### config.mk
export PLATFORM = sky130hd
export DESIGN_NAME = top_k_strongest_tracker_core
export DESIGN_NICKNAME = d
export VERILOG_FILES = /design/src/design/tkst_pkg.sv /design/src/design/tkst_ctrl.sv /design/src/design/tkst_datapath.sv /design/src/design/top_k_strongest_tracker_core.sv
export VERILOG_INCLUDE_DIRS = /design/src /design/src/design
export SDC_FILE = /design/constraint.sdc
export NUM_CORES = 1
export LEC_CHECK = 0
export ABC_AREA = 1
export ABC_CLOCK_PERIOD_IN_PS = 19900
export BUFFER_PORTS_ARGS = -buffer_cell sky130_fd_sc_hd__buf_4
export CAP_MARGIN = 40
export CORE_UTILIZATION = 61
export DETAILED_ROUTE_END_ITERATION = 8
export HOLD_SLACK_MARGIN = 0.02
export PLACE_DENSITY_LB_ADDON = 0.12
export SLEW_MARGIN = 40
export SYNTH_ARGS = -nofsm -noshare
export SYNTH_HDL_FRONTEND = slang
export SYNTH_SLANG_ARGS = --single-unit
### constraint.sdc
create_clock -name clock -period 19.9 [get_ports clock]
set_input_delay 3.98 -clock clock [delete_from_list [all_inputs] [get_ports clock]]
set_output_delay 3.98 -clock clock [all_outputs]
set_load 0.02 [all_outputs]
### src/design/top_k_strongest_tracker_core_macros.svh
// assertion macros for the strongest tracker core
`ifndef TOP_K_STRONGEST_TRACKER_CORE_MACROS_SVH
`define TOP_K_STRONGEST_TRACKER_CORE_MACROS_SVH

// implication in the same cycle
`define TKST_ASSERT_SAME(lbl, clk, rst, ante, cons) \
   lbl: assert property (@(posedge clk) disable iff (rst) (ante) |-> (cons)) \
      else $error("tkst check failed");

// implication into the following cycle
`define TKST_ASSERT_NEXT(lbl, clk, rst, ante, cons) \
   lbl: assert property (@(posedge clk) disable iff (rst) (ante) |=> (cons)) \
      else $error("tkst check failed");

`endif

### src/design/tkst_pkg.sv
`timescale 1ns / 1ps
package tkst_pkg;

   localparam int TABLE_SLOTS_DEFAULT = 8;
   localparam int KEY_W  = 48;
   localparam int RANK_W = 3;

   // one sighting
   typedef struct packed {
      logic [KEY_W-1:0]   ap_key;
      logic signed [7:0]  ap_strength;
      logic [7:0]         ap_channel;
   } req_word_type;

   // one dumped slot
   typedef struct packed {
      logic [RANK_W-1:0]  rank;
      logic               slot_used;
      logic [KEY_W-1:0]   slot_key;
      logic signed [7:0]  slot_strength;
      logic [7:0]         slot_channel;
      logic               last_slot;
   } rsp_word_type;

   // one stored table entry
   typedef struct packed {
      logic               used;
      logic [KEY_W-1:0]   key;
      logic signed [7:0]  strength;
      logic [7:0]         channel;
   } slot_type;

   localparam slot_type SLOT_RESET = '{used: 1'b0, key: '0, strength: -8'sd128, channel: '0};

   typedef enum logic [1:0] {
      ST_IDLE,
      ST_SCAN,
      ST_DUMP
   } ctrl_state_type;

   // commands from controller to datapath
   typedef struct packed {
      logic load;
      logic scan;
      logic dump;
      logic last;
   } dp_cmd_type;

endpackage

### src/design/tkst_ctrl.sv
`timescale 1ns / 1ps
module tkst_ctrl #(
   parameter int TABLE_SLOTS = tkst_pkg::TABLE_SLOTS_DEFAULT,
   parameter int IDX_W = (TABLE_SLOTS > 1) ? $clog2(TABLE_SLOTS) : 1
) (
   input  logic                 clock,
   input  logic                 reset,
   input  logic                 start,
   output logic                 busy,
   output tkst_pkg::dp_cmd_type cmd,
   output logic [IDX_W-1:0]     idx
);
   import tkst_pkg::*;

   localparam logic [IDX_W-1:0] LAST_IDX = IDX_W'(TABLE_SLOTS - 1);

   ctrl_state_type    state_ff, state_in;
   logic [IDX_W-1:0]  cnt_ff, cnt_in;
   logic              at_last;

   assign at_last = (cnt_ff == LAST_IDX);
   assign idx     = cnt_ff;

   // next state
   always_comb begin
      state_in = state_ff;
      case (state_ff)
         ST_IDLE: begin
            if (start) state_in = ST_SCAN;
         end
         ST_SCAN: begin
            if (at_last) state_in = ST_DUMP;
         end
         ST_DUMP: begin
            if (at_last) state_in = ST_IDLE;
         end
         default: state_in = ST_IDLE;
      endcase
   end

   // slot counter, wraps at the end of each pass
   always_comb begin
      cnt_in = cnt_ff;
      if (state_ff == ST_SCAN || state_ff == ST_DUMP) begin
         cnt_in = at_last ? '0 : cnt_ff + 1'b1;
      end
   end

   // outputs
   always_comb begin
      busy     = 1'b1;
      cmd      = '0;
      cmd.last = at_last;
      case (state_ff)
         ST_IDLE: begin
            busy     = 1'b0;
            cmd.load = start;
         end
         ST_SCAN: cmd.scan = 1'b1;
         ST_DUMP: cmd.dump = 1'b1;
         default: busy = 1'b1;
      endcase
   end

   always_ff @(posedge clock) begin
      if (reset) begin
         state_ff <= ST_IDLE;
         cnt_ff   <= '0;
      end else begin
         state_ff <= state_in;
         cnt_ff   <= cnt_in;
      end
   end

endmodule

### src/design/tkst_datapath.sv
`timescale 1ns / 1ps
module tkst_datapath #(
   parameter int TABLE_SLOTS = tkst_pkg::TABLE_SLOTS_DEFAULT,
   parameter int IDX_W = (TABLE_SLOTS > 1) ? $clog2(TABLE_SLOTS) : 1
) (
   input  logic                   clock,
   input  logic                   reset,
   input  tkst_pkg::dp_cmd_type   cmd,
   input  logic [IDX_W-1:0]       idx,
   input  tkst_pkg::req_word_type req_data,
   output logic                   rsp_valid,
   output tkst_pkg::rsp_word_type rsp_data
);
   import tkst_pkg::*;

   // slot table as a rotating line, slot 0 is the read point
   slot_type          slot_ff [TABLE_SLOTS];
   slot_type          head;
   slot_type          tail_in;
   slot_type          emit;
   slot_type          carry_ff;
   slot_type          fresh;

   req_word_type      req_ff;
   logic              match_found_ff;
   logic [IDX_W-1:0]  match_idx_ff;
   logic              ins_found_ff;
   logic [IDX_W-1:0]  ins_idx_ff;
   logic              hit_key;
   logic              beats;

   logic              rsp_valid_ff;
   rsp_word_type      rsp_data_ff, rsp_data_in;

   assign head    = slot_ff[0];
   assign hit_key = head.used && (head.key == req_ff.ap_key);
   assign beats   = !head.used || (req_ff.ap_strength > head.strength);

   assign fresh = '{used: 1'b1, key: req_ff.ap_key, strength: req_ff.ap_strength,
                    channel: req_ff.ap_channel};

   // entry that belongs at this rank after the update
   always_comb begin
      emit = head;
      if (match_found_ff) begin
         if (idx == match_idx_ff) begin
            emit.strength = req_ff.ap_strength;
            emit.channel  = req_ff.ap_channel;
         end
      end else if (ins_found_ff) begin
         if (idx == ins_idx_ff) emit = fresh;
         else if (idx > ins_idx_ff) emit = carry_ff;
      end
   end

   assign tail_in = cmd.dump ? emit : head;

   // table rotation, one slot per cycle in both passes
   always_ff @(posedge clock) begin
      if (reset) begin
         for (int j = 0; j < TABLE_SLOTS; j++) slot_ff[j] <= SLOT_RESET;
      end else if (cmd.scan || cmd.dump) begin
         for (int j = 0; j < TABLE_SLOTS - 1; j++) slot_ff[j] <= slot_ff[j+1];
         slot_ff[TABLE_SLOTS-1] <= tail_in;
      end
   end

   // captured sighting and previous head for the shift-down
   always_ff @(posedge clock) begin
      if (cmd.load) req_ff <= req_data;
      if (cmd.dump) carry_ff <= head;
   end

   // search results
   always_ff @(posedge clock) begin
      if (reset) begin
         match_found_ff <= 1'b0;
         ins_found_ff   <= 1'b0;
         match_idx_ff   <= '0;
         ins_idx_ff     <= '0;
      end else if (cmd.load) begin
         match_found_ff <= 1'b0;
         ins_found_ff   <= 1'b0;
      end else if (cmd.scan) begin
         if (!match_found_ff && hit_key) begin
            match_found_ff <= 1'b1;
            match_idx_ff   <= idx;
         end
         if (!ins_found_ff && beats) begin
            ins_found_ff <= 1'b1;
            ins_idx_ff   <= idx;
         end
      end
   end

   // result word
   always_comb begin
      rsp_data_in.rank          = RANK_W'(idx);
      rsp_data_in.slot_used     = emit.used;
      rsp_data_in.slot_key      = emit.key;
      rsp_data_in.slot_strength = emit.strength;
      rsp_data_in.slot_channel  = emit.channel;
      rsp_data_in.last_slot     = cmd.last;
   end

   always_ff @(posedge clock) begin
      if (reset) rsp_valid_ff <= 1'b0;
      else rsp_valid_ff <= cmd.dump;
      if (cmd.dump) rsp_data_ff <= rsp_data_in;
   end

   assign rsp_valid = rsp_valid_ff;
   assign rsp_data  = rsp_data_ff;

endmodule

### src/design/top_k_strongest_tracker_core.sv
`timescale 1ns / 1ps
// each accepted sighting starts a search pass over the rotating slot table,
// then a dump pass that emits one registered result word per slot, rank 0 first;
// busy stays high through both passes, so a new sighting is accepted only once
// the dump pass is through and the controller is back in idle
// results are strobed for one cycle each; the receiver cannot stall
// reset is synchronous and active high; it empties every slot and returns to idle
module top_k_strongest_tracker_core #(
   parameter int TABLE_SLOTS = tkst_pkg::TABLE_SLOTS_DEFAULT
) (
   input  logic                   clock,
   input  logic                   reset,
   input  logic                   start,
   output logic                   busy,
   input  tkst_pkg::req_word_type req_data,
   output logic                   rsp_valid,
   output tkst_pkg::rsp_word_type rsp_data
);
   import tkst_pkg::*;

   localparam int IDX_W = (TABLE_SLOTS > 1) ? $clog2(TABLE_SLOTS) : 1;

   dp_cmd_type        cmd;
   logic [IDX_W-1:0]  idx;

   tkst_ctrl #(.TABLE_SLOTS(TABLE_SLOTS), .IDX_W(IDX_W)) u_ctrl (
      .clock (clock),
      .reset (reset),
      .start (start),
      .busy  (busy),
      .cmd   (cmd),
      .idx   (idx)
   );

   tkst_datapath #(.TABLE_SLOTS(TABLE_SLOTS), .IDX_W(IDX_W)) u_datapath (
      .clock     (clock),
      .reset     (reset),
      .cmd       (cmd),
      .idx       (idx),
      .req_data  (req_data),
      .rsp_valid (rsp_valid),
      .rsp_data  (rsp_data)
   );

`include "top_k_strongest_tracker_core_macros.svh"

   // an accepted word always starts a search pass
   `TKST_ASSERT_NEXT(a_start_busy, clock, reset, start && !busy, busy)
   // results only come out of a dump pass
   `TKST_ASSERT_SAME(a_rsp_in_pass, clock, reset, rsp_valid, $past(busy))
   // the dump ends after the final slot
   `TKST_ASSERT_NEXT(a_last_ends, clock, reset, rsp_valid && rsp_data.last_slot, !rsp_valid)
   // ranks follow on back to back within a dump
   `TKST_ASSERT_NEXT(a_rank_step, clock, reset, rsp_valid && !rsp_data.last_slot, rsp_valid && (rsp_data.rank == $past(rsp_data.rank) + 3'd1))

endmodule

==> results of run 1 <==
==> worst paths after layout <==
kind / from / to / slack [ns] / cells after the start
worst min register to register: u_datapath.slot_ff[0][7] / u_datapath.carry_ff[7] / 0.49 / 0
worst min-delay path: u_datapath.slot_ff[0][7] / u_datapath.carry_ff[7] / 0.49 / 0
worst max-delay path: reset / u_datapath.slot_ff[0][285] / 13.63 / 5
worst max register to register: u_ctrl.idx[0] / u_datapath.slot_ff[0][494] / 16.20 / 10
==> power by group <==
part	internal (uW)	switching, uW
registers	2590	260
clock network	750	559
logic	439	1150
==> through the flow <==
stage,std cells,util,instance area [um^2]
after CTS,3227,0.7071,33200
final,3227,0.7073,33210
after global placement,3092,0.6572,30850
after floorplan,2434,-,29320
after global routing,3227,0.7073,33210
after detailed placement,3095,0.6591,30940
==> flip-flops by register name, indices dropped and copies added, names as in the netlist <==
register / flops
u_ctrl.state_ff: 2
u_datapath.carry_ff: 65
u_datapath.fresh: 64
u_datapath.slot_ff: 520
u_datapath.match_found_ff: 1
u_ctrl.idx: 3
u_datapath.ins_found_ff: 1
u_datapath.match_idx_ff: 3
u_datapath.rsp_data: 69
u_datapath.ins_idx_ff: 3
u_datapath.rsp_valid: 1
==> worst reg2reg max path: cells and delay by family, from the launching register on <==
kind	cells	cell delay, ns
flip-flops	1	0.43
buffers and inverters	4	1.43
AND/OR/NAND/NOR	2	0.14
adder cells (fa/ha/maj)	1	0.32
AO/OA/AOI/OAI	3	1.09
==> cells in the mapped netlist <==
cell type  count  area share
a21oi_1       31      0.0053
and3_1         1     0.00021
buf_1          8      0.0010
buf_2         31      0.0053
buf_4          1     0.00026
buf_6          2     0.00077
clkbuf_1      62      0.0079
dfxtp_1       14      0.0096
edfxtp_1     718        0.74
ha_1          17      0.0073
inv_1        568       0.073
inv_2          4     0.00051
nand2_1      148       0.019
nand2_2        1     0.00021
nand3_1       76       0.013
nand3b_1       1     0.00026
nand4_1       10      0.0021
nor2_1       477       0.061
nor2_2         1     0.00021
nor3_1         4     0.00068
o211ai_1      12      0.0031
o21ai_0       86       0.015
o21ai_1       29      0.0049
o21ai_2        1     0.00030
o21ai_4        1     0.00055
o22ai_1       54       0.012
o22ai_2        9      0.0038
o31ai_1       10      0.0026
or2_2         13      0.0028
xnor2_1       40       0.012
xor2_1         4      0.0012
==> routing by layer <==
layer	part of all wire	vias to the layer above	wire, um	track usage
met1	0.43	8271	24110	0.3294
met3	0.070	95	3945	0.04315
met2	0.48	595	26870	0.3743
met4	0.025	0	1383	0.07219
li1	-	8146	-	-
met5	0	-	0	0
==> cell families after synthesis <==
| logic type | share of synthesized area |
|---|---|
| adder cells (fa/ha/maj) | 0.007254 |
| AND/OR/NAND/NOR | 0.09947 |
| AO/OA/AOI/OAI | 0.04677 |
| XOR/XNOR | 0.01314 |
| buffers and inverters | 0.08850 |
| flip-flops | 0.7449 |
==> final cells by class <==
cell class | instances | area (um^2)
repair buffers | 158 | 1261
multi-input cells | 1026 | 4932
fillers | 3269 | 13740
inverters | 572 | 2160
flip-flops and latches | 732 | 21840
clock inverters | 36 | 247.7
well taps | 607 | 759.5
clock buffers | 96 | 2008
==> layout by cell type (no fill, tap or decap), types with 4 or more instances in the layout <==
master	netlist	routed
buf_4	1	149
buf_6	2	6
nor2_1	477	476
ha_1	17	16
nor3_1	4	4
nand3_1	76	75
dfxtp_1	14	14
xor2_1	4	4
inv_1	568	565
inv_2	4	6
nand2_1	148	147
o22ai_2	9	9
o31ai_1	10	10
nand4_1	10	10
o22ai_1	54	54
clkbuf_16	0	77
or2_2	13	13
edfxtp_1	718	718
o211ai_1	12	12
clkinv_2	0	13
clkinv_1	0	17
a21oi_1	31	31
o21ai_0	86	86
xnor2_1	40	40
o21ai_1	29	29
clkbuf_1	62	18
==> metrics.cfg, run 1 <==
[status]
status=completed

[cts]
cts-root-buf=clkbuf_16
postCtsHoldBufs=0
cts_max_level=3
ctsLongestPathBuffers=3
path_clk_slew_ns=0.06
cts_tree=done
cts_sinks=732
clkLatencyLatePin_ns=0.60
cts_buffers=73
post-cts-setup-buffers=0
ctsResizeCount=0

[timing]
rsz0062_at_grt=no
fin_crit_sh=0.3150
final-hold-violation-count=0
setup_tns_ns=0
hold_ws_ns=0.4883
setup_viol=0
fmax_ghz=0.1595
min_period_ns=6.268
final_max_slew_viol_count=0
worst_slack_ns=13.63
worst_pin_slew_ns=0.8709
skew_ns=0.02017
slew_headroom=0.4186

[global_route]
grt_first_pass_wirelength_um=88810
grt_max_degree=187
track_usage=0.2338
antenna_found_initial=1
overflow=0
first_global_vias=16650

[worst_setup_path]
cpMaxStageDelayCell=buf_4
path_class=in2reg
cp_slowest_stage_delay_ns=0.73
cp-end-kind=register
startpoint_type=input port
crit_chain=buf_4, inv_2, nand2_8, buf_4, buf_6
critPathTopFamily=buffers and inverters
worstPathMaxFanout=88
crit_buf_inv=4
required_ns=20.12
crit_path_frequent_cell=buf_4
critPathArrivalTime_ns=6.49

[die]
initial_core_util=0.6245
die_h_um=221.2
die_w_um=221.2
pin_count=138
rows=79
core_mm2=0.04695
dieArea_mm2=0.04895

[synth]
synthCells=2434
ys_warn_count=0
yosysUniqueCellTypes=31
synth.avg_cell_area_um2=12.05
yosysSeqAreaShare=0.7449
syn_nets=2518
ys_seq_elements=732
syn_area_mm2=0.02932

[detailed_routing]
via_count=17110
via_per_inst=5.301
drc=0
wl_per_cell_um=17.45
drt_wl_total_um=56310
drtIter0Drc=1779
drt_pass1_iterations=5
final_antenna_net_count=0

[placed_design]
routabilityCongestion=0.7833
post-dp-hpwl_um=31700
portBuffers=137
dp_slack_ns=12.74

[power]
power_uw=5747
p_per_area_mw_per_mm2=173.1
p_leak_uw=0.01325
ir_drop_uv=155.4

[finish]
fin_nets=2647
syn_to_final_growth_pct=13.26
diodes=0
drive_gt1_frac=0.1115

[worst_hold_path]
hold_path.class=reg2reg

[flow_run]
max-cap-violations=0

Power figures use the tool's default switching activity.
==> inputs of run 2 (changes only) <==
--- a/config.mk
+++ b/config.mk
@@ -6,8 +6,8 @@
 export SDC_FILE = /design/constraint.sdc
 export NUM_CORES = 1
 export LEC_CHECK = 0
-export ABC_AREA = 1
-export ABC_CLOCK_PERIOD_IN_PS = 19900
+export ABC_AREA = 0
+export ABC_CLOCK_PERIOD_IN_PS = 6400
 export BUFFER_PORTS_ARGS = -buffer_cell sky130_fd_sc_hd__buf_4
 export CAP_MARGIN = 40
 export CORE_UTILIZATION = 61
==> constraint.sdc (replaced) <==
create_clock -name clock -period 6.4 [get_ports clock]
set_input_delay 1.28 -clock clock [delete_from_list [all_inputs] [get_ports clock]]
set_output_delay 1.28 -clock clock [all_outputs]
set_load 0.02 [all_outputs]
==> run 2 against run 1 <==
The run now ends with DRC left. Combinational power rose by 120%. First-iteration DRC count rose by 6.2%. Clock power rose to 3.1 times the previous value. Register-to-register slack lost 13 ns. Worst hold slack worse by 0.0097 ns. Area after synthesis shrank 0.94%. Critical path type is now reg2reg. Critical endpoint is now u_datapath.slot_ff[0][456]. Largest cell class unchanged.
==> metrics.cfg, run 2 <==
[detailed_routing]
drc=16  ; +16
via_per_inst=6.023  ; +14%
wl_per_cell_um=22.19  ; +27%
dr_wl_met2_um=26530  ; -1.3%
drt_pass1_iterations=7  ; +2
final_antenna_net_count=0  ; unchanged
top_layer_used=met4
drt_wl_total_um=57620  ; +2.3%
drtIter0Drc=1890  ; +6.2%
routed-wl-met3_um=3838  ; -2.7%
via_count=15640  ; -8.6%
m1WireLength_um=25960  ; +7.7%

[timing]
final_max_slew_viol_count=0  ; unchanged
worst_pin_slew_ns=0.9126  ; +0.04165 ns
final-hold-violation-count=0  ; unchanged
slew_headroom=0.3916  ; -0.02697
fin_crit_sh=0.5081
setup_tns_ns=0  ; unchanged
fmax_ghz=0.3075
min_period_ns=3.252
setup_viol=0  ; unchanged
rsz0062_at_grt=no
skew_ns=0.01773  ; -0.002443 ns

[worst_hold_path]
worstHoldStart=u_datapath.ins_idx_ff[2]
hold_path.class=reg2reg

[global_route]
grt_max_degree=211  ; +13%
grt_first_pass_wirelength_um=87310  ; -1.7%
overflow=0  ; unchanged
antenna_found_initial=0  ; -1
track_usage=0.2409  ; +0.007138
first_global_vias=14760  ; -11%

[synth]
synth_top_cell_by_area=edfxtp_1
async_reset_ff_frac=0  ; unchanged
synthTopCellsByArea=edfxtp_1 74%, and2_1 8.3%, o32ai_1 1.7%, a2bb2oi_1 1.4%, a311oi_1 1.4%
syn_area_mm2=0.02905  ; -0.94%
yosysUniqueCellTypes=51  ; +65%
synth_ff_type=edfxtp_1
synth.avg_cell_area_um2=15.93  ; +32%
syn_nets=1907  ; -24%
synth.most_common_cell=edfxtp_1
ys_warn_count=0  ; unchanged
ys_seq_elements=732  ; unchanged
synthCells=1823  ; -25%
yosysSeqAreaShare=0.7520  ; +0.007091
netlist.area_leader.share=0.7423  ; +0.007000
synth_edf_count=718  ; unchanged
synth_common_cells=718 x edfxtp_1, 385 x and2_1, 91 x clkbuf_1

[placed_design]
portBuffers=137  ; unchanged
dpl_cell_area_mm2=0.03066  ; -0.92%
post-dp-hpwl_um=32400  ; +2.2%
routabilityCongestion=0.8046  ; +2.7%

[power]
p_per_area_mw_per_mm2=474.7  ; +170%
ir_drop_uv=307.6  ; +98%
p_leak_uw=0.01184  ; -11%

[worst_setup_path]
r2r_start=u_ctrl.idx[2]
cp-end-kind=register
path_class=reg2reg
startpoint_type=register
startpoint=u_ctrl.idx[2]
ff2ff_setup_slack_ns=3.15  ; -13.05 ns
critPathArrivalTime_ns=3.55  ; -2.94 ns
required_ns=6.70  ; -13.42 ns
worstPathMaxFanout=34  ; -61%

[cts]
cts_tree=done
clkLatencyLatePin_ns=0.59  ; about the same
ctsLongestPathBuffers=3  ; unchanged
path_clk_slew_ns=0.06  ; about the same
ctsResizeCount=0  ; unchanged
cts_buffers=73  ; unchanged
cts_max_level=3  ; unchanged
postCtsHoldBufs=0  ; unchanged
cts_sinks=732  ; unchanged
post-cts-setup-buffers=0  ; unchanged
cts-root-buf=clkbuf_16

[finish]
final_common_cell=edfxtp_1
top_register=u_datapath.slot_ff
postLayoutCellArea_mm2=0.03299  ; -0.66%
largest_reg_flops=520  ; unchanged
fill_cells=3056  ; -6.5%
final_cell_mix=718 x edfxtp_1, 384 x and2_1, 148 x buf_4
syn_to_final_growth_pct=13.59
fin_util=0.7056  ; -0.001666
fin_nets=2016  ; -24%
drive_gt1_frac=0.1449  ; +0.03342

[die]
initial_core_util=0.6212  ; -0.003274
rows=79  ; unchanged
dieArea_mm2=0.04849  ; -0.93%
die_w_um=220.2  ; -0.47%
core_mm2=0.04675  ; -0.42%
pin_count=138  ; unchanged
die_h_um=220.2  ; -0.47%

[status]
violations=DRC
status=complete, but fails checks

[flow_run]
max-cap-violations=0  ; unchanged

## run 2: cell types whose count changed in the layout (fill, tap and decap cells not counted), sizes merged, moves of 72 or more
cell   change
inv      -554
nand2    -130
and2     +385
nor2     -442
o21ai    -108
nand3     -72
## run 2: metrics by stage
| stage | setup WS, ns | total power [uW] | instances | hold WS (ns) |
|---|---|---|---|---|
| floorplan | 0.3336 | 10390 | 1823 | 0.4489 |
| CTS | 3.240 | 15730 | 2594 | 0.4823 |
| global placement | 3.062 | 11410 | 2460 | 0.4652 |
| global route | 3.111 | 16330 | 2595 | 0.4926 |
| finish | 3.148 | 15660 | 2596 | 0.4786 |
| detailed placement | 3.022 | 11570 | 2463 | 0.4707 |
## run 2: worst max-delay path, cell delays in order, from the launching register on
cell,delay [ns]
dfxtp_1,0.47
ha_1,0.37
o21ai_4,0.69
buf_4,0.59
nor2_1,0.32
a32oi_1,0.33
a31oi_1,0.14
## run 2: layer usage
layer,global-route usage,vias to the layer above
li1,-,7116
met1,0.3742,7856
met2,0.3488,580
met3,0.04426,85
met4,0.07356,0
met5,0,-
## run 2: logic make-up (layout without fill, tap and decap cells)
group,after synthesis,count (layout),synth area share
DFF,732,732,0.7520
and+or+nand+nor,568,568,0.1184
AOI/OAI and AO/OA,291,291,0.07892
buffers and inverters,147,312,0.02141
xor gates and xnor gates,51,51,0.01615
adders and majority gates,17,17,0.007323
muxes,17,17,0.005858
other,0,1,0
## run 2: final timing paths
path / to / cells past startpoint
min: u_datapath.ins_idx_ff[2] / 2
max: u_datapath.slot_ff[0][456] / 6
min reg2reg: u_datapath.ins_idx_ff[2] / 2
max reg2reg: u_datapath.slot_ff[0][456] / 6
## run 2: report_power, final
part | switching, uW | internal [uW] | leakage, uW
clock network | 1720 | 2400 | 0.00114
registers | 648 | 7390 | 0.00748
logic | 2360 | 1150 | 0.00322
## run 2: area by class of cell
cell class / count / area, um^2 / share of cell area
antenna: 1 / 2.502 / 0.00007585
clock buffer: 94 / 1989 / 0.06030
clock inverter: 37 / 309.0 / 0.009367
inverter: 20 / 75.07 / 0.002275
multi-input combinational: 944 / 6646 / 0.2015
sequential: 732 / 21840 / 0.6620
tap: 607 / 759.5 / 0.02302
timing repair buffer: 161 / 1369 / 0.04149
==> inputs of run 3 (changes only) <==
--- a/config.mk
+++ b/config.mk
@@ -7,10 +7,10 @@
 export NUM_CORES = 1
 export LEC_CHECK = 0
 export ABC_AREA = 0
-export ABC_CLOCK_PERIOD_IN_PS = 6400
+export ABC_CLOCK_PERIOD_IN_PS = 2900
 export BUFFER_PORTS_ARGS = -buffer_cell sky130_fd_sc_hd__buf_4
 export CAP_MARGIN = 40
-export CORE_UTILIZATION = 61
+export CORE_UTILIZATION = 55
 export DETAILED_ROUTE_END_ITERATION = 8
 export HOLD_SLACK_MARGIN = 0.02
 export PLACE_DENSITY_LB_ADDON = 0.12
==> constraint.sdc (replaced) <==
create_clock -name clock -period 2.9 [get_ports clock]
set_input_delay 0.58 -clock clock [delete_from_list [all_inputs] [get_ports clock]]
set_output_delay 0.58 -clock clock [all_outputs]
set_load 0.02 [all_outputs]
==> run 3 against run 2 <==
The run now ends clean. Worst hold slack worse by 0.33 ns. Core utilization down 5.9 points. Wire length up 2.5%. Fmax up 24%. Via count up 1.6%. Final area up 1.3%. Die area up 11%. Clock power up 120%. Combinational power up 130%. Final cell count up 3.8%. Power up 120%. Critical path depth unchanged. Largest cell class unchanged.
==> metrics.cfg, run 3 (synthesized netlist as in run 2, its figures left out) <==
[finish]
largest_reg_flops=520  ; unchanged
syn_to_final_growth_pct=15.06
top_register=u_datapath.slot_ff
fin_nets=2046  ; +1.5%
final_common_cell=edfxtp_1
final_cell_mix=718 x edfxtp_1, 384 x and2_1, 165 x buf_4
postLayoutCellArea_mm2=0.03342  ; +1.3%
fill_cells=3653  ; +20%
drive_gt1_frac=0.1524  ; +0.007564

[placed_design]
dpl_cell_area_mm2=0.03116  ; +1.6%
routabilityCongestion=0.8009  ; -0.46%
portBuffers=137  ; unchanged
post-dp-hpwl_um=34940  ; +7.8%

[detailed_routing]
drt_wl_total_um=59040  ; +2.5%
via_count=15890  ; +1.6%
wl_per_cell_um=21.91  ; -1.3%
via_per_inst=5.894  ; -2.1%
final_antenna_net_count=0  ; unchanged
drt_pass1_iterations=5  ; -2
drc=0  ; -16
drtIter0Drc=1560  ; -17%

[worst_setup_path]
startpoint_type=register
critPathArrivalTime_ns=3.01  ; -0.54 ns
startpoint=u_ctrl.idx[2]
reg2reg_depth=6  ; unchanged
r2r_start=u_ctrl.idx[2]
worstPathMaxFanout=26  ; -24%
critPathCapture=u_datapath.slot_ff[0][485]
path_class=reg2reg
reg2reg_to=u_datapath.slot_ff[0][485]
ff2ff_setup_slack_ns=0.29  ; -2.86 ns
cp-end-kind=register
required_ns=3.30  ; -3.40 ns

[power]
pwr-share-comb=0.234  ; +0.010
netSwitchingPower_uw=10440  ; +120%
p_leak_uw=0.01199  ; +1.2%
p_per_area_mw_per_mm2=1040  ; +120%
p_seq_frac=0.508  ; -0.005
p_clk_frac=0.258  ; -0.005
ir_drop_uv=605.5  ; +97%
swShare=0.3002  ; -0.001915
intPower_uw=24330  ; +120%

[timing]
skew_ns=0.01535  ; -0.002379 ns
setup_viol=0  ; unchanged
fin_crit_sh=0.9016  ; +0.3935
final_max_slew_viol_count=0  ; unchanged
final-hold-violation-count=0  ; unchanged
rsz0062_at_grt=no
hold_ws_ns=0.1534  ; -0.3253 ns
slew_headroom=0.4744  ; +0.08280
worst_pin_slew_ns=0.7884  ; -0.1242 ns
fmax_ghz=0.3825  ; +24%
min_period_ns=2.615  ; -0.6370 ns

[die]
die_w_um=231.8  ; +5.3%
rows=83  ; +5.1%
dieArea_mm2=0.05373  ; +11%
initial_core_util=0.5616  ; -0.05962
core_mm2=0.05172  ; +11%
die_h_um=231.8  ; +5.3%
pin_count=138  ; unchanged

[cts]
cts_sinks=732  ; unchanged
cts_max_level=3  ; unchanged
postCtsHoldBufs=0  ; unchanged
ctsResizeCount=0  ; unchanged
cts_tree=done
cts_buffers=74  ; +1.4%
path_clk_slew_ns=0.07  ; about the same
ctsLongestPathBuffers=3  ; unchanged
cts-root-buf=clkbuf_16
clkLatencyLatePin_ns=0.60  ; about the same
post-cts-setup-buffers=0  ; unchanged

[global_route]
overflow=0  ; unchanged
grt_max_degree=129  ; -39%
first_global_vias=15080  ; +2.1%
grt_first_pass_wirelength_um=90420  ; +3.6%
track_usage=0.2226  ; -0.01826
antenna_found_initial=1  ; +1

[flow_run]
max-cap-violations=0  ; unchanged

[worst_hold_path]
hold_path.class=in2reg

[status]
status=completed

-- run 3: metal layers --
| metal | wire length [um] | track usage | part of all wire |
|---|---|---|---|
| met5 | 0 | 0 | 0 |
| met1 | 27250 | 0.3410 | 0.46 |
| met4 | 1337 | 0.07381 | 0.023 |
| met2 | 26990 | 0.3278 | 0.46 |
| met3 | 3462 | 0.03364 | 0.059 |
-- run 3: per-stage QoR --
stage               setup slack (ns)  TNS (ns)  std cells    util  power (uW)
finish                        0.2854         0       2695  0.6462       34760
global route                  0.1338         0       2695  0.6462       36350
CTS                           0.3045         0       2694  0.6462       34990
detailed placement            0.3297         0       2566  0.6026       25900
global placement              0.3469         0       2566  0.6026       25620
floorplan                     -2.153  -1119.82       1823       -       22930
-- run 3: worst min-delay path by stage --
stage,slack [ns],startpoint,depth (start not counted),end
finish,0.15,req_data[50],1,u_datapath.fresh[50]
global route,0.13,req_data[43],1,u_datapath.fresh[43]
CTS,0.12,req_data[50],1,u_datapath.fresh[50]
detailed placement,0.46,u_datapath.ins_idx_ff[1],2,u_datapath.ins_idx_ff[1]
global placement,0.47,u_datapath.ins_idx_ff[1],2,u_datapath.ins_idx_ff[1]
floorplan,0.45,u_datapath.ins_idx_ff[1],2,u_datapath.ins_idx_ff[1]
-- run 3: worst max-delay path, cell delays in order (launching register included) --
cell and delay, ns:
dfxtp_1 0.38, ha_1 0.47, nand3_2 0.32, o21ai_4 0.28
buf_4 0.43, o32ai_1 0.18, a311oi_1 0.34
-- run 3: area by class of cell --
| class | count | area (um^2) | area share |
|---|---|---|---|
| antenna | 1 | 2.502 | 0.00007488 |
| clock buffer | 96 | 2019 | 0.06042 |
| clock inverter | 32 | 235.2 | 0.007038 |
| inverter | 20 | 75.07 | 0.002246 |
| multi-input combinational | 944 | 6658 | 0.1992 |
| sequential | 732 | 21840 | 0.6535 |
| tap | 680 | 850.8 | 0.02546 |
| timing repair buffer | 190 | 1739 | 0.05204 |
-- run 3: power groups by stage --
stage,sequential [uW],combinational (uW),clock (uW)
2_1_floorplan,17800,5140,0
3_3_place_gp,17700,7910,0
3_5_place_dp,17800,8130,0
4_1_cts,17600,8180,9170
5_1_grt,18000,8830,9550
6_report,17600,8150,8980
